`config.mk`:
```
export PLATFORM = sky130hd
export DESIGN_NAME = first_dotted_quad_finder
export DESIGN_NICKNAME = d
export VERILOG_FILES = /design/src/rtl/fdq_pkg.sv /design/src/rtl/fdq_slot.sv /design/src/rtl/fdq_select.sv /design/src/rtl/first_dotted_quad_finder.sv
export SDC_FILE = /design/constraint.sdc
export NUM_CORES = 1
export LEC_CHECK = 0
export BUFFER_PORTS_ARGS = -buffer_cell sky130_fd_sc_hd__buf_4
export CORE_AREA = 2 2 246 248
export DETAILED_ROUTE_END_ITERATION = 12
export DIE_AREA = 0 0 248 250
export PLACE_DENSITY = 0.74
export SYNTH_ARGS = -nofsm -noshare
export SYNTH_HDL_FRONTEND = slang
export SYNTH_SLANG_ARGS = --single-unit
```
`constraint.sdc`:
```
create_clock -name clk_i -period 15.4 [get_ports clk_i]
set_input_delay 1.54 -clock clk_i [delete_from_list [all_inputs] [get_ports clk_i]]
set_output_delay 1.54 -clock clk_i [all_outputs]
set_load 0.02 [all_outputs]
```
`src/rtl/fdq_pkg.sv`:
```
// fdq_pkg: shared types and constants for the dotted-quad finder
// no dependencies; imported by fdq_slot, fdq_select, first_dotted_quad_finder and the bench
package fdq_pkg;

  localparam int unsigned WINDOW_CHARS_DEF = 15;
  localparam int unsigned MIN_CHARS        = 7;
  localparam int unsigned PART_MAX         = 255;
  localparam int unsigned RADIX            = 10;
  localparam int unsigned LEN_W            = 4;
  localparam int unsigned VAL_W            = 12;

  localparam logic [7:0] DOT_CHAR   = 8'h2E;
  localparam logic [7:0] DIGIT_ZERO = 8'h30;
  localparam logic [7:0] DIGIT_NINE = 8'h39;

  localparam logic [2:0] QUAD_DOTS   = 3'd3;
  localparam logic [2:0] FAILED_DOTS = 3'd7;

  typedef struct packed {
    logic [2:0]  dots;
    logic [7:0]  part;
    logic [23:0] prior;
  } win_t;

  typedef struct packed {
    logic       is_num;
    logic       is_dot;
    logic       is_end;
    logic [3:0] digit;
  } chr_t;

  typedef struct packed {
    logic        hit;
    logic [31:0] addr;
  } hit_t;

endpackage

```
`src/rtl/fdq_slot.sv`:
```
// fdq_slot: next-state and close check for one candidate window
// depends on fdq_pkg; one instance per position of the window shift line
module fdq_slot import fdq_pkg::*; #(
  parameter int unsigned WINDOW_CHARS = WINDOW_CHARS_DEF,
  parameter int unsigned POS          = 0
) (
  input  logic open_i,
  input  win_t win_i,
  input  chr_t chr_i,
  output logic open_o,
  output win_t win_o,
  output hit_t hit_o
);

  localparam logic [LEN_W-1:0] LenCur = LEN_W'(POS + 1);
  localparam logic [LEN_W-1:0] LenNew = LEN_W'(POS + 2);
  localparam logic             AtLimit = (POS + 2) >= WINDOW_CHARS;

  logic             taken;
  logic             closing;
  logic [VAL_W-1:0] val;
  logic [LEN_W-1:0] len;
  logic [31:0]      addr;

  assign taken = chr_i.is_num | chr_i.is_dot;
  assign val   = VAL_W'(win_i.part) * VAL_W'(RADIX) + VAL_W'(chr_i.digit);

  always_comb begin
    win_o = win_i;
    if (taken && (win_i.dots <= QUAD_DOTS)) begin
      if (chr_i.is_dot) begin
        if (win_i.dots == QUAD_DOTS) begin
          win_o.dots = FAILED_DOTS;
        end else begin
          win_o.prior = {win_i.prior[15:0], win_i.part};
          win_o.part  = '0;
          win_o.dots  = win_i.dots + 3'd1;
        end
      end else if (val > VAL_W'(PART_MAX)) begin
        win_o.dots = FAILED_DOTS;
      end else begin
        win_o.part = val[7:0];
      end
    end
  end

  assign len     = taken ? LenNew : LenCur;
  assign closing = !taken || chr_i.is_end || AtLimit;
  assign addr    = {win_o.prior, win_o.part};
  assign open_o  = open_i && !closing;

  assign hit_o.hit  = open_i && closing && (len >= LEN_W'(MIN_CHARS)) &&
                      (win_o.dots == QUAD_DOTS) && (addr != '0);
  assign hit_o.addr = addr;

endmodule

```
`src/rtl/fdq_select.sv`:
```
// fdq_select: picks the longest valid closing window
// depends on fdq_pkg; the oldest position wins
module fdq_select import fdq_pkg::*; #(
  parameter int unsigned SLOTS = WINDOW_CHARS_DEF - 1
) (
  input  hit_t hit_i [SLOTS],
  output hit_t best_o
);

  always_comb begin
    best_o = '0;
    for (int i = 0; i < SLOTS; i++) begin
      if (hit_i[i].hit) begin
        best_o = hit_i[i];
      end
    end
  end

endmodule

```
`src/rtl/first_dotted_quad_finder.sv`:
```
// first_dotted_quad_finder: streaming search for the first dotted-decimal address
// depends on fdq_pkg, fdq_slot, fdq_select
//
//   channel  valid       stall        payload
//   in       in_valid_i  in_stall_o   text_byte_i, buffer_end_i
//   out      out_valid_o out_stall_i  found_o, address_o
//
// one byte per cycle unless in_stall_o holds the sender off; a request passes through
// the input register and then the result register before its result leaves
// reset closes all windows and clears the held answer and both valid flags
// only a last byte waits on a stalled result register; other bytes flow on
// the window shift line holds WINDOW_CHARS-1 positions, one per window age
module first_dotted_quad_finder import fdq_pkg::*; #(
  parameter int unsigned WINDOW_CHARS = WINDOW_CHARS_DEF
) (
  input  logic        clk_i,
  input  logic        rst_ni,
  input  logic        in_valid_i,
  output logic        in_stall_o,
  input  logic [7:0]  text_byte_i,
  input  logic        buffer_end_i,
  output logic        out_valid_o,
  input  logic        out_stall_i,
  output logic        found_o,
  output logic [31:0] address_o
);

  localparam int unsigned SLOTS = WINDOW_CHARS - 1;

  logic        in_valid_q;
  logic [7:0]  byte_q;
  logic        end_q;
  logic        advance;
  chr_t        chr;

  logic [SLOTS-1:0] open_q, open_d;
  win_t             win_q [SLOTS];
  win_t             win_d [SLOTS];
  logic [SLOTS-1:0] slot_open;
  win_t             slot_win [SLOTS];
  hit_t             slot_hit [SLOTS];
  hit_t             best;

  logic        have_q, have_d;
  logic [31:0] answer_q, answer_d;
  logic        out_valid_q;
  logic        found_q;
  logic [31:0] address_q;

  // input register
  assign advance    = in_valid_q && (!end_q || !out_valid_q || !out_stall_i);
  assign in_stall_o = in_valid_q && !advance;

  always_ff @(posedge clk_i or negedge rst_ni) begin
    if (!rst_ni) begin
      in_valid_q <= 1'b0;
    end else if (!in_stall_o) begin
      in_valid_q <= in_valid_i;
    end
  end

  always_ff @(posedge clk_i) begin
    if (in_valid_i && !in_stall_o) begin
      byte_q <= text_byte_i;
      end_q  <= buffer_end_i;
    end
  end

  // character class
  always_comb begin
    chr.is_num = byte_q inside {[DIGIT_ZERO:DIGIT_NINE]};
    chr.is_dot = byte_q == DOT_CHAR;
    chr.is_end = end_q;
    chr.digit  = chr.is_num ? 4'(byte_q - DIGIT_ZERO) : 4'd0;
  end

  // window shift line
  for (genvar g = 0; g < SLOTS; g++) begin : g_slot
    fdq_slot #(
      .WINDOW_CHARS(WINDOW_CHARS),
      .POS         (g)
    ) u_slot (
      .open_i(open_q[g]),
      .win_i (win_q[g]),
      .chr_i (chr),
      .open_o(slot_open[g]),
      .win_o (slot_win[g]),
      .hit_o (slot_hit[g])
    );
  end

  fdq_select #(
    .SLOTS(SLOTS)
  ) u_select (
    .hit_i (slot_hit),
    .best_o(best)
  );

  always_comb begin
    open_d = open_q;
    win_d  = win_q;
    if (advance) begin
      if (chr.is_end || !(chr.is_num || chr.is_dot)) begin
        open_d = '0;
      end else begin
        open_d[0]     = chr.is_num;
        win_d[0].dots  = '0;
        win_d[0].part  = 8'(chr.digit);
        win_d[0].prior = '0;
        for (int i = 1; i < SLOTS; i++) begin
          open_d[i] = slot_open[i-1];
          win_d[i]  = slot_win[i-1];
        end
      end
    end
  end

  always_ff @(posedge clk_i or negedge rst_ni) begin
    if (!rst_ni) begin
      open_q <= '0;
    end else begin
      open_q <= open_d;
    end
  end

  always_ff @(posedge clk_i) begin
    win_q <= win_d;
  end

  // held answer
  always_comb begin
    have_d   = have_q;
    answer_d = answer_q;
    if (advance) begin
      if (end_q) begin
        have_d   = 1'b0;
        answer_d = '0;
      end else if (best.hit && !have_q) begin
        have_d   = 1'b1;
        answer_d = best.addr;
      end
    end
  end

  always_ff @(posedge clk_i or negedge rst_ni) begin
    if (!rst_ni) begin
      have_q   <= 1'b0;
      answer_q <= '0;
    end else begin
      have_q   <= have_d;
      answer_q <= answer_d;
    end
  end

  // result register
  always_ff @(posedge clk_i or negedge rst_ni) begin
    if (!rst_ni) begin
      out_valid_q <= 1'b0;
    end else if (advance && end_q) begin
      out_valid_q <= 1'b1;
    end else if (!out_stall_i) begin
      out_valid_q <= 1'b0;
    end
  end

  always_ff @(posedge clk_i) begin
    if (advance && end_q) begin
      found_q   <= have_q || best.hit;
      address_q <= have_q ? answer_q : (best.hit ? best.addr : '0);
    end
  end

  assign out_valid_o = out_valid_q;
  assign found_o     = found_q;
  assign address_o   = address_q;

endmodule

```
## Word-level counts from Yosys, hierarchy flattened

Cells that the tools add are included.

- Add/subtract/negate cells: 28
- Multiply operators: 14
- $lt $le $gt $ge: 43
- Equal/unequal tests: 29
- Multiplexer cells: 134
- Bitwise operators: 2
- Reduce and logical (&&, ||, !) cells: 119

Operators by type and width:

| cell | number |
|---|---|
| two-way mux 32 bit | 17 |
| two-way mux 35 bit | 14 |
| two-way mux 33 bit | 14 |
| nonzero test 32 bit | 14 |
| two-way mux 24 bit | 13 |
| adder 12 x 4 -> 12 bit | 14 |
| greater-than comparator 12 x 8 -> 1 bit, second input constant | 14 |
| two-way mux 11 bit | 14 |
| multiplier 8 x 3 -> 11 bit, second input constant | 13 |
| two-way mux 8 bit | 14 |
| logical AND 1 bit | 87 |
| two-way mux 3 bit | 29 |
| equality test 3 x 2 -> 1 bit, second input constant | 27 |
| >= comparator 4 x 3 -> 1 bit, second input constant | 14 |
| adder 3 x 1 -> 3 bit, second input constant | 13 |
| less-or-equal comparator 3 x 2 -> 1 bit, second input constant | 13 |
| two-way mux 14 bit | 1 |
| two-way mux 4 bit | 3 |
| two-way mux 1 bit | 11 |
| logical NOT 1 bit | 9 |
| equality test 8 x 6 -> 1 bit, second input constant | 1 |
| >= comparator 8 x 6 -> 1 bit, second input constant | 1 |
| less-or-equal comparator 8 x 6 -> 1 bit, second input constant | 1 |
| two-way mux 2 bit | 4 |
| other kinds (8) | 14 |

- Register bits after elaboration: 550
- Bits of input ports: 13
- Output and inout bits: 35
- Word-level logic and storage cells: 418

## Depth between registers and ports, before layout

Gate-level depths: netlist (run 1).

- Depth in word-level cells: 28
- Mapped depth: 24
- Depth with buffers taken out: 19

## By module

Synthesis (run 1) repeated with hierarchy kept, for this count alone.

- Cells, all modules: 3564
- Area, all modules: 39860.7 um^2

By module, submodules not included:

| module | times used | cells an instance | area an instance (um^2) | sequential area each (um^2) |
|---|---|---|---|---|
| first_dotted_quad_finder | 1 | 705 | 17438.0 | 16270.6 |
| fdq_slot at g_slot[0].u_slot ... | 5 | 144 | 1238.7 | 0.0 |
| fdq_slot at g_slot[10].u_slot ... | 4 | 178 | 1415.1 | 0.0 |
| fdq_select | 1 | 528 | 3347.0 | 0.0 |
| fdq_slot at g_slot[9].u_slot | 1 | 176 | 1471.4 | 0.0 |
| fdq_slot at g_slot[5].u_slot | 1 | 185 | 1455.1 | 0.0 |
| fdq_slot at g_slot[6].u_slot | 1 | 189 | 1453.9 | 0.0 |
| fdq_slot at g_slot[12].u_slot | 1 | 180 | 1445.1 | 0.0 |
| fdq_slot at g_slot[13].u_slot | 1 | 169 | 1396.3 | 0.0 |

## Least setup slack after synthesis (run 1)

No wires, ideal clock.

- Path kind: register to register
- Start point: register byte_q[7]
- End point: register open_q[10]
- Setup time: 0.148 ns
- Arrival: 14.140 ns
- Data required time: 15.252 ns
- Slack: 1.112 ns
- Cell stages (with the launch flop): 7
- Path buffers: 1
- Clock period less this slack: 14.288 ns
- Cell sequence: edfxtp_1 > or4b_1 > nor2_2 > nor2_2 > nor2_1 > clkbuf_1 > a22o_1

- Word-level cells in the longest chain between the ends: 8
- Elaborated cells on any way between the ends: 13
- Classes of those cells: order compare: 2; eq/ne: 1; mux: 1; bitwise: 1; reduce/logical: 8

RTL lines:

| item | RTL line | RTL |
|---|---|---|
| from (decl) | first_dotted_quad_finder.sv:31 | `logic [7:0] byte_q;` |
| from (signal assigned) | first_dotted_quad_finder.sv:64 | `byte_q <= text_byte_i;` |
| >= comparator 8 x 6 -> 1 bit / less-or-equal comparator 8 x 6 -> 1 bit (equally long branches) | first_dotted_quad_finder.sv:71 | `chr.is_num = byte_q inside {[DIGIT_ZERO:DIGIT_NINE]};` |
| logical AND 1 bit | first_dotted_quad_finder.sv:71 |  |
| OR 1 bit | fdq_slot.sv:25 | `assign taken = chr_i.is_num \| chr_i.is_dot;` |
| logical NOT 1 bit | n/a |  |
| logical OR 1 bit | fdq_slot.sv:48 | `assign closing = !taken \|\| chr_i.is_end \|\| AtLimit;` |
| logical NOT 1 bit | fdq_slot.sv:50 | `assign open_o = open_i && !closing;` |
| logical AND 1 bit | fdq_slot.sv:50 |  |
| two-way mux 14 bit * | first_dotted_quad_finder.sv:103 | `if (chr.is_end \|\| !(chr.is_num \|\| chr.is_dot)) begin` |
| to (signal assigned) | first_dotted_quad_finder.sv:122 | `open_q <= open_d;` |
| to (decl) | first_dotted_quad_finder.sv:36 | `logic [SLOTS-1:0] open_q, open_d;` |

Mark *: on every way between the ends. The rest lies on a longest branch, timed or not.
A chain may end at the register's enable or synchronous reset.

==> out/results.tsv, run 1 <==
stage	metric	value	unit
yosys	EDFF count, synth	464	
sta	# setup viols final	0	
routing	Post-Route WL	114	mm
hold_path	Hold Path Class	reg2reg	
yosys	Warnings, synthesis	0	
place	DP HPWL	86.4	mm
yosys	Post-synth top flop	edfxtp_1	
clocking	clock tree buffer depth	3	
routing	drt pass-1 iters	7	
worst_setup_path	CP max FO	32	
sta	max_slew headroom	18.1	%
yosys	Post-synth top cells	nand2_1 (560), edfxtp_1 (464), ha_1 (220), nor2_1 (187), inv_1 (150)	
final_layout	n_diodes	0	
worst_setup_path	Worst Setup End Kind	flip-flop	
sta	fin crit share	53.4	%
sta	Clock Skew	40.6	ps
floorplanning	Chip Height	250	µm
status	status	complete, no violations	
pwr	Pleak	15.1	nW
pwr	Final Power	3.09	mW
flow_run	maxcap violations	0	
yosys	top-count cell post-synth	nand2_1	
place	I/O Buffers	47	
yosys	syn avg cell area	10.2	µm²
clocking	CTS tree	built	
floorplanning	Starting Density	57.2	%
sta	Final TNS setup	0	ps
yosys	Synth top area share	40.9	%
clocking	number of setup buffers added after CTS	0	
routing	total number of vias	28700	
clocking	clock sinks	513	
routing	DR WL/cell	27.3	µm
sta	Slew @ Worst Pin	1220	ps
global_routing	pin count of the biggest net entering global routing	186	
clocking	clock-pin transition on the worst setup and hold timing paths	60	ps
sta	unrepaired setup endpoints after global routing	false	
clocking	htree depth	2	
final_layout	post-route insts no fill	4175	
worst_setup_path	WS Path Type	reg2reg	
routing	DRC violations left	0	
clocking	CTS Hold Bufs	0	
worst_setup_path	WP data arrival	8720	ps
final_layout	Area Growth Syn to Fin	9.05	%
final_layout	fillers	4786	
yosys	Cell Area, Synth	34100	µm²
place	GPL Wtd Cong	0.981	
global_routing	first-pass GRT wire length	170	mm
clocking	post-CTS sizing	0	
final_layout	Util after Layout	62.4	%
final_layout	layout cells sized above 1	10.9	%
routing	antenna-violating nets left	0	
sta	Slew Viols, Final	0	
pwr	Power per Cell Area	83.0	nW/µm²
yosys	share of flip-flops with an asynchronous set or reset	9.55	%
sta	Achievable Freq	122	MHz
routing	routed vias/inst	6.88	
routing	iteration-0 DRC count of the detailed router	3849	
floorplanning	IO Pins	48	
yosys	Yosys cell types	116	
sta	crit path time final	8220	ps
worst_setup_path	R2R depth	19	
yosys	Synth area leaders	edfxtp_1 (41%), ha_1 (8.1%), nand2_1 (6.2%), mux2_2 (3.6%), dfrtp_1 (3.6%)	
worst_setup_path	crit start category	flip-flop	
worst_setup_path	WP data required	15900	ps
yosys	post-synth top area cell	edfxtp_1	
pwr	Max IR drop VDD	100	µV
hold_path	hold depth	2	
yosys	post-synthesis net count	3592	
place	placed cell count	4068	
floorplanning	core area	59600	µm²
floorplanning	Die X	248	µm
yosys	Gate Count Post-Synth	3331	
global_routing	antenna violations before repair	0	
final_layout	Layout Nets	3606	
clocking	TritonCTS buffer count	57	
sta	Hold Fails Final Rpt	0	
yosys	Seq/Total Area, Yosys	44.5	%
floorplanning	die area	62000	µm²
global_routing	total grt overflow	0	
yosys	Seq cells post-synth	513	
floorplanning	# rows	90	
global_routing	number of global-route vias before repair	27200	
global_routing	GRT Total Usage	36.5	%
clocking	Root Buffer	clkbuf_16	
clocking	Skew-Pair Late Insertion Delay	650	ps
-- cell families after synthesis --
logic type | Yosys count | share of synthesized area [%]
buf+inv | 285 | 3.43
simple gates | 1192 | 16.6
flops | 513 | 44.5
xor+xnor | 112 | 2.88
compound gates | 777 | 16.4
fa+ha+maj | 251 | 9.81
mux | 201 | 6.35
-- layer usage --
layer  share of wire, %  global-route usage (%)  routed length [µm]  up-vias
met5                  0                       0                   0        -
met3                 13                    8.60               14400      256
li1                   -                       -                   -    12600
met4                3.3                    11.1                3810        0
met1                 42                    54.8               47700    13900
met2                 42                    51.9               48100     1988
-- path summary, 6_finish.rpt --
path,slack (ps),to,from
setup / recovery,7180,address_o[9],byte_q[7]
hold / removal,480,answer_q[1],answer_q[1]
setup reg to reg,7180,address_o[9],byte_q[7]
hold reg to reg,480,answer_q[1],answer_q[1]
max in group asynchronous,13860,have_q,rst_ni
min in group asynchronous,950,answer_q[26],rst_ni
-- through the flow --
step	worst slack, ps	area (µm²)	hold WS, ps
3_3_place_gp	7750	35200	461
3_5_place_dp	7570	35200	472
2_1_floorplan	1110	34100	449
5_1_grt	6960	37200	511
4_1_cts	7580	37200	486
6_report	7180	37200	484
-- area by class of cell --
cell class                      count  area, µm²  share of cell area [%]
Multi-Input combinational cell   2533      17800                    47.9
Clock buffer                       69       1510                    4.07
Inverter                          152        571                    1.54
Sequential cell                   513      15200                    40.8
Tap cell                          782        978                    2.63
Timing Repair Buffer               88        673                    1.81
Clock inverter                     38        473                    1.27
-- sequential cells by signal, indices dropped and copies added, names as in the netlist --
signal and cells:
found_o 1, end_q 1, in_valid_q 1, win_q 422, address_o 32, byte_q 8, have_q 1, open_q 14
out_valid_o 1, answer_q 32
-- worst max-delay path, cell delays in order (launching register included) --
cell and delay, ps:
edfxtp_1 490, or3b_2 700, nor3_2 240, nand2_1 460, inv_1 490, buf_4 480, ha_1 310, a21oi_1 380
a211oi_1 180, and4bb_2 290, o21ai_1 290, a21boi_0 240, o211ai_1 930, and2_1 230, buf_4 360, nor4_2 130
nand4_1 270, nand3b_1 350, nor2_1 940, a31o_2 290
-- report_power, final --
| part | leakage, nW | total, mW | switching [mW] | internal (mW) |
|---|---|---|---|---|
| clock | 0.958 | 1.46 | 0.610 | 0.855 |
| combinational | 9.25 | 0.0931 | 0.0628 | 0.0303 |
| sequential | 4.87 | 1.53 | 0.0125 | 1.51 |
| total | 15.1 | 3.09 | 0.686 | 2.40 |
-- placed cells by master (no fill, tap or decap), types with 37 or more instances in the layout --
| master | instances |
|---|---|
| xor2_1 | 44 |
| and2_1 | 37 |
| nor3_1 | 63 |
| a21oi_1 | 125 |
| inv_1 | 150 |
| clkbuf_16 | 58 |
| a22o_1 | 61 |
| nand2_1 | 560 |
| mux2i_1 | 88 |
| a31oi_1 | 46 |
| mux2_2 | 110 |
| nor4_1 | 53 |
| ha_1 | 220 |
| edfxtp_1 | 464 |
| dfrtp_1 | 48 |
| nor2_1 | 185 |
| buf_4 | 87 |
| nand3_1 | 68 |
| o21ai_0 | 120 |
| xnor2_1 | 68 |
| a21o_1 | 46 |
No activity file was read; power rests on OpenSTA's default activity.
==> run 2, diff against run 1 <==
--- a/config.mk
+++ b/config.mk
@@ -6,10 +6,10 @@
 export NUM_CORES = 1
 export LEC_CHECK = 0
 export BUFFER_PORTS_ARGS = -buffer_cell sky130_fd_sc_hd__buf_4
-export CORE_AREA = 2 2 246 248
+export CORE_AREA = 2 2 232 234
 export DETAILED_ROUTE_END_ITERATION = 12
-export DIE_AREA = 0 0 248 250
-export PLACE_DENSITY = 0.74
+export DIE_AREA = 0 0 234 236
+export PLACE_DENSITY = 0.79
 export SYNTH_ARGS = -nofsm -noshare
 export SYNTH_HDL_FRONTEND = slang
 export SYNTH_SLANG_ARGS = --single-unit
==> constraint.sdc (replaced) <==
create_clock -name clk_i -period 8.05 [get_ports clk_i]
set_input_delay 0.805 -clock clk_i [delete_from_list [all_inputs] [get_ports clk_i]]
set_output_delay 0.805 -clock clk_i [all_outputs]
set_load 0.02 [all_outputs]
==> out/results.tsv, run 2 (synthesized netlist as in run 1, its figures left out) <==
stage	metric	value	unit
final_layout	Layout Nets	3625	
clocking	htree depth	2	
clocking	CTS Hold Bufs	0	
floorplanning	IO Pins	48	
place	pre-CTS setup slack	597	ps
sta	fin crit share	94.7	%
sta	Final TNS setup	0	ps
routing	drt pass-1 iters	6	
final_layout	final instance area	37200	µm²
status	status	complete, no violations	
worst_setup_path	WP data arrival	8030	ps
clocking	clock-pin transition on the worst setup and hold timing paths	60	ps
floorplanning	core area	53100	µm²
global_routing	antenna violations before repair	5	
place	GPL Wtd Cong	1.06	
floorplanning	# rows	85	
pwr	Power per Cell Area	158	nW/µm²
floorplanning	Die X	234	µm
global_routing	total grt overflow	0	
final_layout	Util after Layout	70.1	%
clocking	clock tree buffer depth	3	
routing	DR WL/cell	28.5	µm
sta	final worst setup slack	428	ps
clocking	number of setup buffers added after CTS	0	
clocking	TritonCTS buffer count	56	
sta	max_slew headroom	11.6	%
clocking	post-CTS sizing	0	
place	I/O Buffers	47	
clocking	clock sinks	513	
sta	unrepaired setup endpoints after global routing	false	
sta	Slew @ Worst Pin	1320	ps
sta	Hold Fails Final Rpt	0	
routing	total number of vias	29500	
sta	hold_ws	192	ps
final_layout	max reg flops	422	
pwr	Pleak	15.2	nW
worst_setup_path	Worst Setup End Kind	flip-flop	
worst_setup_path	CP max FO	19	
final_layout	Area Growth Syn to Fin	9.19	%
sta	# setup viols final	0	
sta	Clock Skew	25.1	ps
final_layout	post-route insts no fill	4109	
flow_run	maxcap violations	0	
final_layout	most common cell after layout, fill and taps aside	nand2_1	
global_routing	number of global-route vias before repair	28200	
sta	crit path time final	7620	ps
sta	Slew Viols, Final	0	
hold_path	Hold Path Class	in2async	
place	placed inst area	35200	µm²
floorplanning	Chip Height	236	µm
place	placed cell count	4002	
worst_setup_path	WP data required	8450	ps
floorplanning	Starting Density	64.2	%
place	DP HPWL	88.6	mm
final_layout	most frequent cells in the layout	nand2_1 (560), edfxtp_1 (464), ha_1 (220)	
pwr	Max IR drop VDD	183	µV
clocking	CTS tree	built	
floorplanning	die area	55200	µm²
routing	DRC violations left	0	
routing	iteration-0 DRC count of the detailed router	4685	
final_layout	Largest Register	win_q	
pwr	Final Power	5.88	mW
global_routing	pin count of the biggest net entering global routing	177	
worst_setup_path	WS Path Type	reg2reg	
sta	Achievable Freq	131	MHz
global_routing	first-pass GRT wire length	176	mm
routing	routed vias/inst	7.17	
worst_setup_path	crit start category	flip-flop	
final_layout	layout cells sized above 1	11.5	%
routing	antenna-violating nets left	0	
clocking	Skew-Pair Late Insertion Delay	650	ps
routing	Post-Route WL	117	mm
global_routing	GRT Total Usage	42.5	%
clocking	Root Buffer	clkbuf_16	
run 2: cell types whose count changed in the layout (fill, tap and decap cells not counted), sizes merged:
| cell | change |
|---|---|
| clkbuf | -2 |
| buf | +20 |
| bufinv | -1 |
| inv | +1 |
| diode | +2 |
run 2: where the power goes:
part / switching (mW) / leakage, nW / internal (mW)
registers: 0.0245 / 4.87 / 2.90
logic: 0.121 / 9.35 / 0.0598
clock network: 1.17 / 0.957 / 1.60
total: 1.32 / 15.2 / 4.56
run 2: layout make-up:
cell class	instances	area [µm²]
Clock inverter	38	483
Inverter	152	571
Clock buffer	67	1500
Tap cell	696	871
Sequential cell	513	15200
Fill cell	3904	15900
Multi-Input combinational cell	2533	17800
Timing Repair Buffer	108	836
Antenna cell	2	5.00
run 2: path summary, 6_finish.rpt:
check                               startpoint            end  slack (ps)  cells past startpoint
worst max-delay path                 byte_q[7]  address_o[17]         430                     19
worst min-delay path                    rst_ni   answer_q[21]         190                      1
worst max register to register       byte_q[7]  address_o[17]         430                     19
worst min register to register     answer_q[2]    answer_q[2]         480                      2
max in group asynchronous               rst_ni         have_q        7250                      1
min in group clk_i              text_byte_i[3]      byte_q[3]         340                      1
run 2: critical path, cell delays in order, from the launching register on:
cell	delay, ps
edfxtp_1	490
or3b_2	710
nor3_2	250
nand2_1	80
buf_4	220
inv_1	420
ha_1	330
a21oi_1	250
inv_1	80
maj3_1	440
a21o_1	200
a211oi_2	300
o21ai_2	180
o2bb2ai_1	210
or4_4	610
nand2_1	740
nand2_1	340
a2111oi_0	890
nor4_1	160
o41ai_2	460
run 2: routing by layer:
layer,up-vias,share of wire [%],global-route usage [%]
li1,12600,-,-
met2,2303,42,60.0
met3,339,15,11.4
met4,6,4.3,16.6
met5,-,0.028,0
met1,14200,40,62.1
